[src/rtl/core/rrts_pkg.sv]
// ----------------------------------------------------------------------------
// Round-robin tick scheduler package
// Shared sizes, request codes and time limits for the scheduler and its RAMs.
// ----------------------------------------------------------------------------
package rrts_pkg;

    // Job table depth and the index/count widths that follow from it
    localparam int MAX_JOBS = 16;
    localparam int IDX_W    = (MAX_JOBS > 1) ? $clog2(MAX_JOBS) : 1;
    localparam int CNT_W    = $clog2(MAX_JOBS + 1);

    // Field widths
    localparam int REQ_W    = 2;
    localparam int BURST_W  = 16;
    localparam int QUANT_W  = 16;
    localparam int SLOT_W   = 4;
    localparam int TIME_W   = 20;

    // APB register map
    localparam int APB_DW   = 32;
    localparam int APB_AW   = 2;
    localparam logic [APB_AW-1:0] ADDR_QUANTUM = '0;
    localparam logic [QUANT_W-1:0] QUANTUM_RST = 16'd4;

    // Saturation value of the time counter
    localparam logic [TIME_W-1:0] TIME_MAX = '1;

    // Request codes
    localparam logic [REQ_W-1:0] REQ_LOAD  = 2'd0;
    localparam logic [REQ_W-1:0] REQ_TICK  = 2'd1;
    localparam logic [REQ_W-1:0] REQ_CLEAR = 2'd2;

endpackage

[src/rtl/core/round_robin_tick_scheduler.sv]
// ----------------------------------------------------------------------------
// Round-robin tick scheduler
// Loads job bursts, then hands out one time unit per tick in round-robin
// order with a programmable quantum, reporting completion times.
// ----------------------------------------------------------------------------
// Usage:
//   Input channel (i_in_valid/o_in_ready) carries one request item: load a
//   burst, advance one tick, or clear all jobs. Only tick items produce a
//   result item on the output channel (o_out_valid/i_out_ready).
//   Load, clear and unknown requests are handled in the idle state; the block
//   stays ready for the next item.
//   A tick whose current job keeps running passes through the check, run
//   and output states; when the slice ends, a scan state first walks the
//   job table to the next job with time left, or on to the output state if
//   none has any. A tick with no jobs loaded goes straight to output. The
//   scan walks one entry per cycle over the single read port of the RAMs.
//   The block takes one item at a time; o_in_ready is low while a tick is
//   being worked on and returns high once its result moves to the output.
//   Results sit in an output register; a new item is accepted while a result
//   waits. If the receiver stalls, a finished tick holds in the sequencer
//   until the output register frees.
//   Reset clears the job table state and sets the quantum to 4; a clear item
//   does the same but keeps the quantum. The user writes the quantum over APB
//   at address 0 while the block is idle; the block does not enforce this.
// ----------------------------------------------------------------------------
module round_robin_tick_scheduler (
    input  logic                         i_clk,
    input  logic                         i_rst_n,
    // APB configuration port
    input  logic                         psel,
    input  logic                         penable,
    input  logic                         pwrite,
    input  logic [rrts_pkg::APB_AW-1:0]  paddr,
    input  logic [rrts_pkg::APB_DW-1:0]  pwdata,
    output logic [rrts_pkg::APB_DW-1:0]  prdata,
    output logic                         pready,
    // Request channel
    input  logic                         i_in_valid,
    output logic                         o_in_ready,
    input  logic [rrts_pkg::REQ_W-1:0]   i_req_type,
    input  logic [rrts_pkg::BURST_W-1:0] i_burst_time,
    // Result channel
    output logic                         o_out_valid,
    input  logic                         i_out_ready,
    output logic [rrts_pkg::SLOT_W-1:0]  o_slot_job,
    output logic                         o_idle,
    output logic                         o_finished,
    output logic [rrts_pkg::TIME_W-1:0]  o_wait_time,
    output logic [rrts_pkg::TIME_W-1:0]  o_turnaround_time
);

    localparam int IDX_W   = rrts_pkg::IDX_W;
    localparam int CNT_W   = rrts_pkg::CNT_W;
    localparam int BURST_W = rrts_pkg::BURST_W;
    localparam int QUANT_W = rrts_pkg::QUANT_W;
    localparam int TIME_W  = rrts_pkg::TIME_W;
    localparam int SLOT_W  = rrts_pkg::SLOT_W;

    // Sequencer states
    localparam logic [2:0] ST_IDLE = 3'd0;
    localparam logic [2:0] ST_CHK  = 3'd1;
    localparam logic [2:0] ST_SCAN = 3'd2;
    localparam logic [2:0] ST_RUN  = 3'd3;
    localparam logic [2:0] ST_OUT  = 3'd4;

    logic [2:0]         r_state;
    logic [QUANT_W-1:0] r_quantum;
    logic [CNT_W-1:0]   r_count;
    logic [IDX_W-1:0]   r_cur;
    logic [IDX_W-1:0]   r_cand;
    logic [CNT_W-1:0]   r_scan;
    logic [QUANT_W-1:0] r_slice;
    logic [TIME_W-1:0]  r_now;
    logic               r_started;

    // Pending result
    logic [SLOT_W-1:0]  r_res_slot;
    logic               r_res_idle;
    logic               r_res_fin;
    logic [TIME_W-1:0]  r_res_wait;
    logic [TIME_W-1:0]  r_res_tat;

    // Output register
    logic               r_out_valid;
    logic [SLOT_W-1:0]  r_out_slot;
    logic               r_out_idle;
    logic               r_out_fin;
    logic [TIME_W-1:0]  r_out_wait;
    logic [TIME_W-1:0]  r_out_tat;

    // RAM ports
    logic               rem_we;
    logic               burst_we;
    logic [IDX_W-1:0]   ram_waddr;
    logic [BURST_W-1:0] rem_wdata;
    logic               ram_re;
    logic [IDX_W-1:0]   ram_raddr;
    logic [BURST_W-1:0] rem_rdata;
    logic [BURST_W-1:0] burst_rdata;

    logic               in_acc;
    logic               cfg_wr;
    logic               out_free;
    logic               tick_idle;
    logic               can_load;
    logic [IDX_W-1:0]   cur_next;
    logic [IDX_W-1:0]   cand_next;
    logic               keep_cur;
    logic [BURST_W-1:0] rem_dec;
    logic [TIME_W-1:0]  now_inc;
    logic [TIME_W-1:0]  burst_ext;
    logic [TIME_W-1:0]  wait_val;

    assign in_acc    = i_in_valid && o_in_ready;
    assign cfg_wr    = psel && penable && pwrite && pready && (paddr == rrts_pkg::ADDR_QUANTUM);
    assign out_free  = !r_out_valid || i_out_ready;
    assign tick_idle = (r_count == '0) || (CNT_W'(r_cur) >= r_count);
    assign can_load  = !r_started && (r_count < CNT_W'(rrts_pkg::MAX_JOBS));

    // Round-robin successors with wrap at the job count
    assign cur_next  = ((CNT_W'(r_cur) + CNT_W'(1)) == r_count) ? '0 : r_cur + IDX_W'(1);
    assign cand_next = ((CNT_W'(r_cand) + CNT_W'(1)) == r_count) ? '0 : r_cand + IDX_W'(1);

    // Current job keeps the unit while it has time left and slice room
    assign keep_cur  = (rem_rdata != '0) && (r_slice < r_quantum);

    // Run arithmetic: one decrement, saturating time step, wait subtract
    assign rem_dec   = rem_rdata - BURST_W'(1);
    assign now_inc   = (r_now == rrts_pkg::TIME_MAX) ? r_now : r_now + TIME_W'(1);
    assign burst_ext = TIME_W'(burst_rdata);
    assign wait_val  = (now_inc >= burst_ext) ? now_inc - burst_ext : '0;

    // RAM control
    always_comb begin
        rem_we    = 1'b0;
        burst_we  = 1'b0;
        ram_waddr = r_cur;
        rem_wdata = rem_dec;
        ram_re    = 1'b0;
        ram_raddr = r_cur;
        case (r_state)
            ST_IDLE: begin
                if (in_acc && (i_req_type == rrts_pkg::REQ_LOAD) && can_load) begin
                    rem_we    = 1'b1;
                    burst_we  = 1'b1;
                    ram_waddr = r_count[IDX_W-1:0];
                    rem_wdata = i_burst_time;
                end
                if (in_acc && (i_req_type == rrts_pkg::REQ_TICK) && !tick_idle) begin
                    ram_re = 1'b1;
                end
            end
            ST_CHK: begin
                if (!keep_cur) begin
                    ram_re    = 1'b1;
                    ram_raddr = cur_next;
                end
            end
            ST_SCAN: begin
                if ((rem_rdata == '0) && (r_scan != r_count)) begin
                    ram_re    = 1'b1;
                    ram_raddr = cand_next;
                end
            end
            ST_RUN: begin
                rem_we = 1'b1;
            end
            default: begin
            end
        endcase
    end

    rrts_ram #(
        .WIDTH (BURST_W),
        .DEPTH (rrts_pkg::MAX_JOBS)
    ) u_rem_ram (
        .i_clk   (i_clk),
        .i_we    (rem_we),
        .i_waddr (ram_waddr),
        .i_wdata (rem_wdata),
        .i_re    (ram_re),
        .i_raddr (ram_raddr),
        .o_rdata (rem_rdata)
    );

    rrts_ram #(
        .WIDTH (BURST_W),
        .DEPTH (rrts_pkg::MAX_JOBS)
    ) u_burst_ram (
        .i_clk   (i_clk),
        .i_we    (burst_we),
        .i_waddr (ram_waddr),
        .i_wdata (i_burst_time),
        .i_re    (ram_re),
        .i_raddr (ram_raddr),
        .o_rdata (burst_rdata)
    );

    // Quantum register
    always_ff @(posedge i_clk) begin
        if (!i_rst_n) begin
            r_quantum <= rrts_pkg::QUANTUM_RST;
        end else if (cfg_wr) begin
            r_quantum <= pwdata[QUANT_W-1:0];
        end
    end

    // Sequencer and scheduler state
    always_ff @(posedge i_clk) begin
        if (!i_rst_n) begin
            r_state   <= ST_IDLE;
            r_count   <= '0;
            r_cur     <= '0;
            r_slice   <= '0;
            r_now     <= '0;
            r_started <= 1'b0;
            r_cand    <= '0;
            r_scan    <= '0;
        end else begin
            case (r_state)
                ST_IDLE: begin
                    if (in_acc) begin
                        case (i_req_type)
                            rrts_pkg::REQ_LOAD: begin
                                if (can_load) begin
                                    r_count <= r_count + CNT_W'(1);
                                end
                            end
                            rrts_pkg::REQ_TICK: begin
                                r_started <= 1'b1;
                                if (tick_idle) begin
                                    r_state <= ST_OUT;
                                end else begin
                                    r_state <= ST_CHK;
                                end
                            end
                            rrts_pkg::REQ_CLEAR: begin
                                r_count   <= '0;
                                r_cur     <= '0;
                                r_slice   <= '0;
                                r_now     <= '0;
                                r_started <= 1'b0;
                            end
                            default: begin
                            end
                        endcase
                    end
                end
                ST_CHK: begin
                    if (keep_cur) begin
                        r_state <= ST_RUN;
                    end else begin
                        r_cand  <= cur_next;
                        r_scan  <= CNT_W'(1);
                        r_state <= ST_SCAN;
                    end
                end
                ST_SCAN: begin
                    // Take the first candidate with time left
                    if (rem_rdata != '0) begin
                        r_cur   <= r_cand;
                        r_slice <= '0;
                        r_state <= ST_RUN;
                    end else if (r_scan == r_count) begin
                        r_state <= ST_OUT;
                    end else begin
                        r_cand <= cand_next;
                        r_scan <= r_scan + CNT_W'(1);
                    end
                end
                ST_RUN: begin
                    r_slice <= r_slice + QUANT_W'(1);
                    r_now   <= now_inc;
                    r_state <= ST_OUT;
                end
                ST_OUT: begin
                    if (out_free) begin
                        r_state <= ST_IDLE;
                    end
                end
                default: begin
                    r_state <= ST_IDLE;
                end
            endcase
        end
    end

    // Build the pending result: idle by default, filled in by a run
    always_ff @(posedge i_clk) begin
        if ((r_state == ST_IDLE) || (r_state == ST_SCAN)) begin
            r_res_slot <= '0;
            r_res_idle <= 1'b1;
            r_res_fin  <= 1'b0;
            r_res_wait <= '0;
            r_res_tat  <= '0;
        end else if (r_state == ST_RUN) begin
            r_res_slot <= SLOT_W'(r_cur);
            r_res_idle <= 1'b0;
            r_res_fin  <= (rem_dec == '0);
            r_res_wait <= (rem_dec == '0) ? wait_val : '0;
            r_res_tat  <= (rem_dec == '0) ? now_inc : '0;
        end
    end

    // Output register: load when the sequencer delivers, drop on take
    always_ff @(posedge i_clk) begin
        if (!i_rst_n) begin
            r_out_valid <= 1'b0;
        end else if ((r_state == ST_OUT) && out_free) begin
            r_out_valid <= 1'b1;
        end else if (i_out_ready) begin
            r_out_valid <= 1'b0;
        end
    end

    always_ff @(posedge i_clk) begin
        if ((r_state == ST_OUT) && out_free) begin
            r_out_slot <= r_res_slot;
            r_out_idle <= r_res_idle;
            r_out_fin  <= r_res_fin;
            r_out_wait <= r_res_wait;
            r_out_tat  <= r_res_tat;
        end
    end

    assign o_in_ready        = (r_state == ST_IDLE);
    assign o_out_valid       = r_out_valid;
    assign o_slot_job        = r_out_slot;
    assign o_idle            = r_out_idle;
    assign o_finished        = r_out_fin;
    assign o_wait_time       = r_out_wait;
    assign o_turnaround_time = r_out_tat;

    // APB read back
    assign pready = 1'b1;
    assign prdata = (paddr == rrts_pkg::ADDR_QUANTUM) ? rrts_pkg::APB_DW'(r_quantum) : '0;

endmodule

[src/rtl/core/rrts_ram.sv]
// ----------------------------------------------------------------------------
// Generic simple dual-port RAM
// One write port, one read port with enable and registered read data.
// ----------------------------------------------------------------------------
module rrts_ram #(
    parameter int WIDTH = 16,
    parameter int DEPTH = 16
) (
    input  logic                     i_clk,
    input  logic                     i_we,
    input  logic [$clog2(DEPTH)-1:0] i_waddr,
    input  logic [WIDTH-1:0]         i_wdata,
    input  logic                     i_re,
    input  logic [$clog2(DEPTH)-1:0] i_raddr,
    output logic [WIDTH-1:0]         o_rdata
);

    logic [WIDTH-1:0] r_mem [DEPTH];
    logic [WIDTH-1:0] r_rdata;

    // Write port
    always_ff @(posedge i_clk) begin
        if (i_we) begin
            r_mem[i_waddr] <= i_wdata;
        end
    end

    // Registered read, held while not enabled
    always_ff @(posedge i_clk) begin
        if (i_re) begin
            r_rdata <= r_mem[i_raddr];
        end
    end

    assign o_rdata = r_rdata;

endmodule
[config.mk]
export PLATFORM = sky130hd
export DESIGN_NAME = round_robin_tick_scheduler
export DESIGN_NICKNAME = d
export VERILOG_FILES = /design/src/rtl/core/rrts_pkg.sv /design/src/rtl/core/round_robin_tick_scheduler.sv /design/src/rtl/core/rrts_ram.sv
export SDC_FILE = /design/constraint.sdc
export NUM_CORES = 1
export LEC_CHECK = 0
export ABC_AREA = 0
export BUFFER_PORTS_ARGS = -buffer_cell sky130_fd_sc_hd__buf_2
export CAP_MARGIN = 15
export CORE_MARGIN = 2
export CORE_UTILIZATION = 40
export CTS_CLUSTER_SIZE = 28
export DETAILED_ROUTE_END_ITERATION = 6
export PLACE_DENSITY = 0.63
export SLEW_MARGIN = 20
export SYNTH_ARGS = -nofsm -noshare
export SYNTH_HDL_FRONTEND = slang
export SYNTH_SLANG_ARGS = --single-unit
[constraint.sdc]
create_clock -name i_clk -period 5.8 [get_ports i_clk]
set_clock_uncertainty 0.05 [all_clocks]
set_input_delay 0.58 -clock i_clk [delete_from_list [all_inputs] [get_ports i_clk]]
set_output_delay 0.58 -clock i_clk [all_outputs]
set_load 0.02 [all_outputs]
==> results of run 1 <==
## Yosys cell counts, drive strengths merged, types with 3 or more instances
cell | n | share of area, %
edfxtp | 590 | 57
mux2i | 484 | 16
nand2 | 133 | 1.6
dfxtp | 121 | 7.8
nor2 | 109 | 1.3
buf | 71 | 1.7
o21ai | 65 | 1.1
inv | 52 | 0.63
clkbuf | 51 | 0.62
nor3 | 51 | 0.83
a21oi | 48 | 0.78
ha | 47 | 1.9
xor2 | 40 | 1.1
nand3 | 34 | 0.55
xnor2 | 34 | 0.96
a21boi | 27 | 0.66
nor2b | 24 | 0.49
nand4 | 18 | 0.36
a21o | 16 | 0.39
a22o | 15 | 0.43
a31oi | 14 | 0.28
nand2b | 13 | 0.26
and2 | 10 | 0.20
and3 | 10 | 0.20
a22oi | 9 | 0.22
o21a | 9 | 0.22
a211oi | 8 | 0.24
or3 | 7 | 0.14
and4 | 6 | 0.17
nor4 | 6 | 0.12
nor3b | 5 | 0.12
nand3b | 4 | 0.097
o31ai | 4 | 0.097
or2 | 4 | 0.081
or4 | 4 | 0.11
nand4b | 3 | 0.085
o31a | 3 | 0.085
## power breakdown
part / internal [uW] / leakage (uW) / switching [uW]
Clock: 2830 / 0.00122 / 1980
Sequential: 5520 / 0.00628 / 6.28
Combinational: 44.6 / 0.00694 / 135
## state kept, by name (all words and copies together) (netlist names), 3 cells and up
register and cells:
r_cur 4, r_res_tat 20, u_burst_ram.o_rdata 16, o_wait_time 20, r_quantum 16, u_rem_ram.r_mem 256
r_now 20, r_count 5, r_scan 5, r_slice 16, r_cand 4, r_res_slot 4
o_slot_job 4, r_res_wait 20, r_state 3, u_rem_ram.o_rdata 16, u_burst_ram.r_mem 256, o_turnaround_time 20
## layout by cell type (no fill, tap or decap), drive strengths merged, types with 40 or more instances in the layout
| cell type | synthesis | final |
|---|---|---|
| clkbuf | 51 | 90 |
| nand2 | 133 | 133 |
| dfxtp | 121 | 121 |
| mux2i | 484 | 484 |
| nor3 | 51 | 51 |
| buf | 71 | 162 |
| inv | 52 | 55 |
| o21ai | 65 | 65 |
| edfxtp | 590 | 590 |
| a21oi | 48 | 48 |
| ha | 47 | 47 |
| xor2 | 40 | 40 |
| nor2 | 109 | 109 |
## area by class of cell
type / instances / area share, %
clock buffer: 90 / 5.54
antenna: 3 / 0.0213
sequential: 711 / 57.1
timing repair buffer: 162 / 3.02
clock inverter: 47 / 1.51
inverter: 52 / 0.554
multi-input combinational: 1309 / 28.6
tap: 1030 / 3.65
## cell families (layout without fill, tap and decap cells)
family	Yosys count	after routing
other	2	20
AOI/OAI and AO/OA	239	239
adders and majority gates	48	48
xor gates and xnor gates	75	75
and+or+nand+nor	444	444
muxes	486	486
DFF	711	711
buffers and inverters	174	351
## worst register-to-register path, delay by kind of cell, from the launching register on
family	cells	cell delay (ns)
buffers and inverters	1	0.10
adders and majority gates	1	0.35
DFF	1	0.44
AOI/OAI and AO/OA	5	0.95
and+or+nand+nor	10	3.02
xor gates and xnor gates	1	0.21
## per-layer routing
| metal | up-vias | global-route usage, % | wire length [um] |
|---|---|---|---|
| met2 | 498 | 28.0 | 32100 |
| met5 | - | 0 | 41 |
| met1 | 8907 | 23.2 | 31000 |
| li1 | 8398 | - | - |
| met3 | 100 | 3.70 | 4400 |
| met4 | 6 | 4.54 | 1340 |
## metrics by stage
| step | worst slack, ns | hold slack [ns] |
|---|---|---|
| 3_3_place_gp | 0.588 | 0.366 |
| 2_1_floorplan | 1.21 | 0.352 |
| 4_1_cts | 0.484 | 0.135 |
| 6_report | 0.553 | 0.162 |
| 3_5_place_dp | 0.481 | 0.366 |
| 5_1_grt | 0.0963 | 0.161 |
## worst max path at each step
stage / start / endpoint / slack [ns] / depth (start not counted)
2_1_floorplan: r_now[6] / r_res_wait[10] / 1.21 / 20
3_3_place_gp: r_now[6] / r_res_wait[5] / 0.59 / 18
3_5_place_dp: r_now[6] / r_res_wait[4] / 0.48 / 18
4_1_cts: r_now[6] / r_res_wait[4] / 0.48 / 18
5_1_grt: r_now[6] / r_res_wait[18] / 0.1 / 18
6_report: r_now[6] / r_res_wait[4] / 0.55 / 18
==> flow_metrics.py, run 1 <==
metrics = {
    "setup_path": {
        "path_cells": "and4_1 > nand2_1 > nor3_1 > and3_1 > nor2_1 > and4_1 > nand4_1 > xnor2_1 > ha_1 > a21o_1 > a21oi_1 > inv_1 > o21a_1 > nor2_1 > o21a_1 > or4b_2 > nand2_2 > o21ai_0",
        "path_buf_inv": 1,
        "crit_slowest_cell": "or4b_2",
        "cp_top_family": "simple AND/OR/NAND/NOR gates",
        "arrival_ns": 5.69,
        "critical_path.startpoint_type": "flip-flop",
        "worstReg2RegStart": "r_now[6]",
        "worstReg2RegEnd": "r_res_wait[4]",
        "critPathCaptureType": "flip-flop",
        "cp_max_fo": 18,
        "critPathMaxStageDelay_ns": 0.64,
        "criticalPathCategory": "reg2reg",
        "worst-r2r-setup-slack_ns": 0.55,
        "r2r_cells": 18,
        "crit_required_ns": 6.24,
    },
    "synth": {
        "ys_types": 64,
        "synth_edf_count": 590,
        "ys_ff_latch": 711,
        "synth-main-ff-cell": "edfxtp_1",
        "synthMuxAreaShare_pct": 15.8,
        "avgSynthCellArea_sq_um": 14.2,
        "synthAdderAreaFrac_pct": 1.97,
        "synth_compound_area_share_pct": 5.06,
        "syn_area_sq_um": 30900,
        "synth_xor_xnor_area_share_pct": 2.17,
        "ys_warn_count": 0,
        "ys_async_sr_fraction_pct": 0,
        "synth_top_family_by_area": "multiplexers",
        "ys_seq_area_share_pct": 65.2,
        "synthCells": 2179,
        "synthSimpleGateAreaFrac_pct": 6.86,
    },
    "place": {
        "numPlacedInstances": 3263,
        "place.gp.congestion": 0.860,
        "port_buffers": 106,
        "hpwl_mm": 41.5,
        "dpl_cell_area_sq_um": 32700,
    },
    "clocking": {
        "cts_buffer_depth": 3,
        "clk_latency_ns": 0.63,
        "cts-hold-fix-buffers": 0,
        "clkTransAtPathRegs_ns": 0.06,
        "cts_setup_buffers": 0,
        "numCtsBuffers": 74,
        "cts_root_buf": "clkbuf_16",
        "cts-resized-gates": 0,
        "clock_sinks": 711,
        "tritoncts": "yes",
        "htreeDepth": 3,
    },
    "run": {
        "maxCapViolations": 0,
    },
    "worst_hold_path": {
        "hold_path_class": "in2reg",
        "holdPathEnd": "r_quantum[4]",
        "holdPathStages": 3,
        "min_from": "pwdata[4]",
    },
    "finish": {
        "multiInputGateArea_sq_um": 10100,
        "nets": 2417,
        "area_delta_synth_final_pct": 14.2,
        "instances_no_fill": 3404,
        "postLayoutCoreUtil_pct": 46.3,
        "stdcell_area_sq_um": 35300,
        "fill_cells": 6571,
        "regArea_sq_um": 20100,
        "drive_gt1_share_pct": 14.0,
    },
    "route": {
        "viasPerCell": 5.26,
        "vias": 17900,
        "first_pass_iters": 6,
        "route.detailed.wl_per_inst_um": 20.2,
        "drc": 0,
        "drt_wl_total_mm": 68.9,
        "drt.antenna.violating_nets": 0,
        "drt_iter0_drc": 1271,
    },
    "power_and_ir_drop": {
        "p_leak_uw": 0.0144,
        "peakVddDrop_uv": 212,
        "pwr_density_cell_nw_per_um2": 298,
        "finalPower_uw": 10500,
    },
    "floorplan": {
        "die_h_um": 282,
        "io_pins": 140,
        "die_area_sq_um": 79400,
        "initial_utilization_pct": 40.5,
        "num_rows": 101,
        "core_area_sq_um": 76200,
        "die_x_um": 282,
    },
    "grt": {
        "grt_pass1_vias": 17500,
        "grt_use_total_pct": 17.2,
        "grt_pass1_wl_mm": 104,
        "antenna_found_initial": 6,
        "overflow": 0,
        "grt_max_degree": 76,
    },
    "sta": {
        "period_needed_ns": 5.25,
        "rsz0062_at_grt": "false",
        "finalMaxSlewViolations": 0,
        "max_freq_ghz": 0.191,
        "final.setup.tns_ns": 0,
        "finalSetupViolCount": 0,
        "relSlewSlack_pct": 26.8,
        "hold_viol": 0,
        "tightest_slew_ns": 1.10,
        "period_share_pct": 90.5,
    },
    "status": {
        "status": "completed",
    },
}
Note: power is estimated with default switching activity, not from simulation.
==> run 2: changes to the inputs <==
--- a/config.mk
+++ b/config.mk
@@ -13,6 +13,7 @@
 export CTS_CLUSTER_SIZE = 28
 export DETAILED_ROUTE_END_ITERATION = 6
 export PLACE_DENSITY = 0.63
+export REMOVE_ABC_BUFFERS = 1
 export SLEW_MARGIN = 20
 export SYNTH_ARGS = -nofsm -noshare
 export SYNTH_HDL_FRONTEND = slang
==> run 2 against run 1 <==
Wire length shrank 2.3%. Cell count shrank 0.15%. Global-route usage shrank 0.27 points. Setup slack lost 0.091 ns. Non-clock buffer count shrank 1. Core utilization shrank 0.080 points. Hold slack gained 0.025 ns. Maximum frequency shrank 1.7%. Clock-buffer cell count is the same.
==> flow_metrics.py, run 2 (synthesis results as in run 1) <==
metrics = {
    "route": {
        "first_pass_iters": 7,
        "vias": 17800,
        "drt_wl_total_mm": 67.3,
        "drt.antenna.violating_nets": 0,
        "drt_iter0_drc": 1332,
        "drc": 0,
        "viasPerCell": 5.23,
        "route.detailed.wl_per_inst_um": 19.8,
    },
    "clocking": {
        "tritoncts": "yes",
        "clock_sinks": 711,
        "cts_buffer_depth": 3,
        "htreeDepth": 3,
        "clkTransAtPathRegs_ns": 0.06,
        "clk_latency_ns": 0.63,
        "cts_root_buf": "clkbuf_16",
        "numCtsBuffers": 74,
        "cts_setup_buffers": 0,
    },
    "finish": {
        "drive_gt1_share_pct": 13.6,
        "postLayoutCoreUtil_pct": 46.2,
        "nets": 2416,
        "instances_no_fill": 3399,
        "fill_cells": 6577,
        "area_delta_synth_final_pct": 14.0,
        "reg_top3": "u_burst_ram.r_mem x256, u_rem_ram.r_mem x256",
        "final_cell_mix": "edfxtp_1, mux2i_1, nand2_1",
        "layout_commonest_cell": "edfxtp_1",
    },
    "power_and_ir_drop": {
        "p_int_uw": 8400,
        "p_clk_share_pct": 45.5,
        "peakVddDrop_uv": 185,
        "pwr_density_cell_nw_per_um2": 298,
        "p_sw_uw": 2070,
        "seqPwrFrac_pct": 52.8,
        "p_leak_uw": 0.0144,
        "power_frac_comb_pct": 1.7,
        "sw_frac_of_total_pct": 19.8,
    },
    "grt": {
        "antenna_found_initial": 3,
        "grt_pass1_wl_mm": 102,
        "grt_max_degree": 97,
        "overflow": 0,
        "grt_use_total_pct": 16.9,
        "grt_pass1_vias": 17600,
    },
    "setup_path": {
        "arrival_ns": 5.77,
        "worst-r2r-setup-slack_ns": 0.46,
        "critPathMaxStageDelay_ns": 0.62,
        "criticalPathCategory": "reg2reg",
        "crit_slowest_cell": "or4b_2",
        "critical_path.startpoint_type": "flip-flop",
        "critPathCaptureType": "flip-flop",
        "crit_required_ns": 6.24,
        "cp_max_fo": 18,
        "path_cells": "and4_1 > nand2_1 > nor3_1 > and3_1 > nor2_1 > and4_1 > nand4_1 > xnor2_1 > ha_1 > a21o_1 > a21oi_1 > inv_1 > o21a_1 > nor2_1 > o21a_1 > or4b_2 > nand2_2 > o21ai_0",
    },
    "place": {
        "port_buffers": 106,
        "numPlacedInstances": 3263,
        "hpwl_mm": 40.2,
        "place.gp.congestion": 0.850,
    },
    "sta": {
        "period_share_pct": 92.0,
        "tightest_slew_ns": 1.10,
        "holdWs_ns": 0.188,
        "rsz0062_at_grt": "false",
        "finalMaxSlewViolations": 0,
        "max_freq_ghz": 0.187,
        "hold_viol": 0,
        "period_needed_ns": 5.34,
        "relSlewSlack_pct": 26.7,
        "finalSetupViolCount": 0,
    },
    "floorplan": {
        "die_area_sq_um": 79400,
        "num_rows": 101,
        "initial_utilization_pct": 40.5,
        "die_h_um": 282,
        "io_pins": 140,
        "die_x_um": 282,
        "core_area_sq_um": 76200,
    },
    "status": {
        "status": "completed",
    },
    "run": {
        "maxCapViolations": 0,
    },
    "worst_hold_path": {
        "hold_path_class": "in2reg",
    },
}
## run 2: layout make-up
| class | instances | area, sq um | share of cell area, % |
|---|---|---|---|
| Antenna cell | 1 | 2.50 | 0.00711 |
| Clock buffer | 90 | 1930 | 5.49 |
| Clock inverter | 45 | 534 | 1.52 |
| Inverter | 52 | 195 | 0.555 |
| Multi-Input combinational cell | 1309 | 10100 | 28.6 |
| Sequential cell | 711 | 20100 | 57.2 |
| Tap cell | 1030 | 1290 | 3.66 |
| Timing Repair Buffer | 161 | 1030 | 2.93 |
## run 2: per-stage QoR
step	area [sq um]	power, uW	setup TNS (ns)	setup WS (ns)
global route	35200	10800	0	0.134
global placement	32700	5810	0	0.561
detailed placement	32700	5810	0	0.349
CTS	35200	10600	0	0.266
floorplan	30200	5720	-225.21	-7.05
finish	35200	10500	0	0.462
## run 2: repair_timing
action / CTS / global route
resized for setup: 0 / 1
hold buffers: 0 / 0
setup endpoints to repair: 0 / 18
## run 2: worst max-delay path: cells and delay by family (launching register included)
family	cells	cell delay [ns]
AND/OR/NAND/NOR	10	3.01
AO/OA/AOI/OAI	5	1.05
flip-flops	1	0.45
adder cells (fa/ha/maj)	1	0.33
XOR/XNOR	1	0.17
buffers and inverters	1	0.11
## run 2: power groups by stage
stage          logic (uW)  registers, uW  clock network, uW
2_1_floorplan        74.6           5650                  0
3_3_place_gp          168           5640                  0
3_5_place_dp          174           5640                  0
4_1_cts               175           5530               4880
5_1_grt               193           5530               5070
6_report              174           5530               4770
## run 2: routing by layer
layer  global-route usage [%]  up-vias  wire length (um)  share of wire [%]
met5                        0        -                30              0.045
met4                     5.16        4              1340                2.0
met3                     2.89       97              3740                5.5
met2                     27.4      463             31400                 47
met1                     23.2     8833             30800                 46
li1                         -     8377                 -                  -
## run 2: path summary, 6_finish.rpt
| path | from | end | cells past startpoint |
|---|---|---|---|
| min reg2reg | r_res_fin | o_finished | 0 |
| min | pwdata[1] | r_quantum[1] | 3 |
| max | r_now[6] | r_res_wait[5] | 18 |
| max reg2reg | r_now[6] | r_res_wait[5] | 18 |
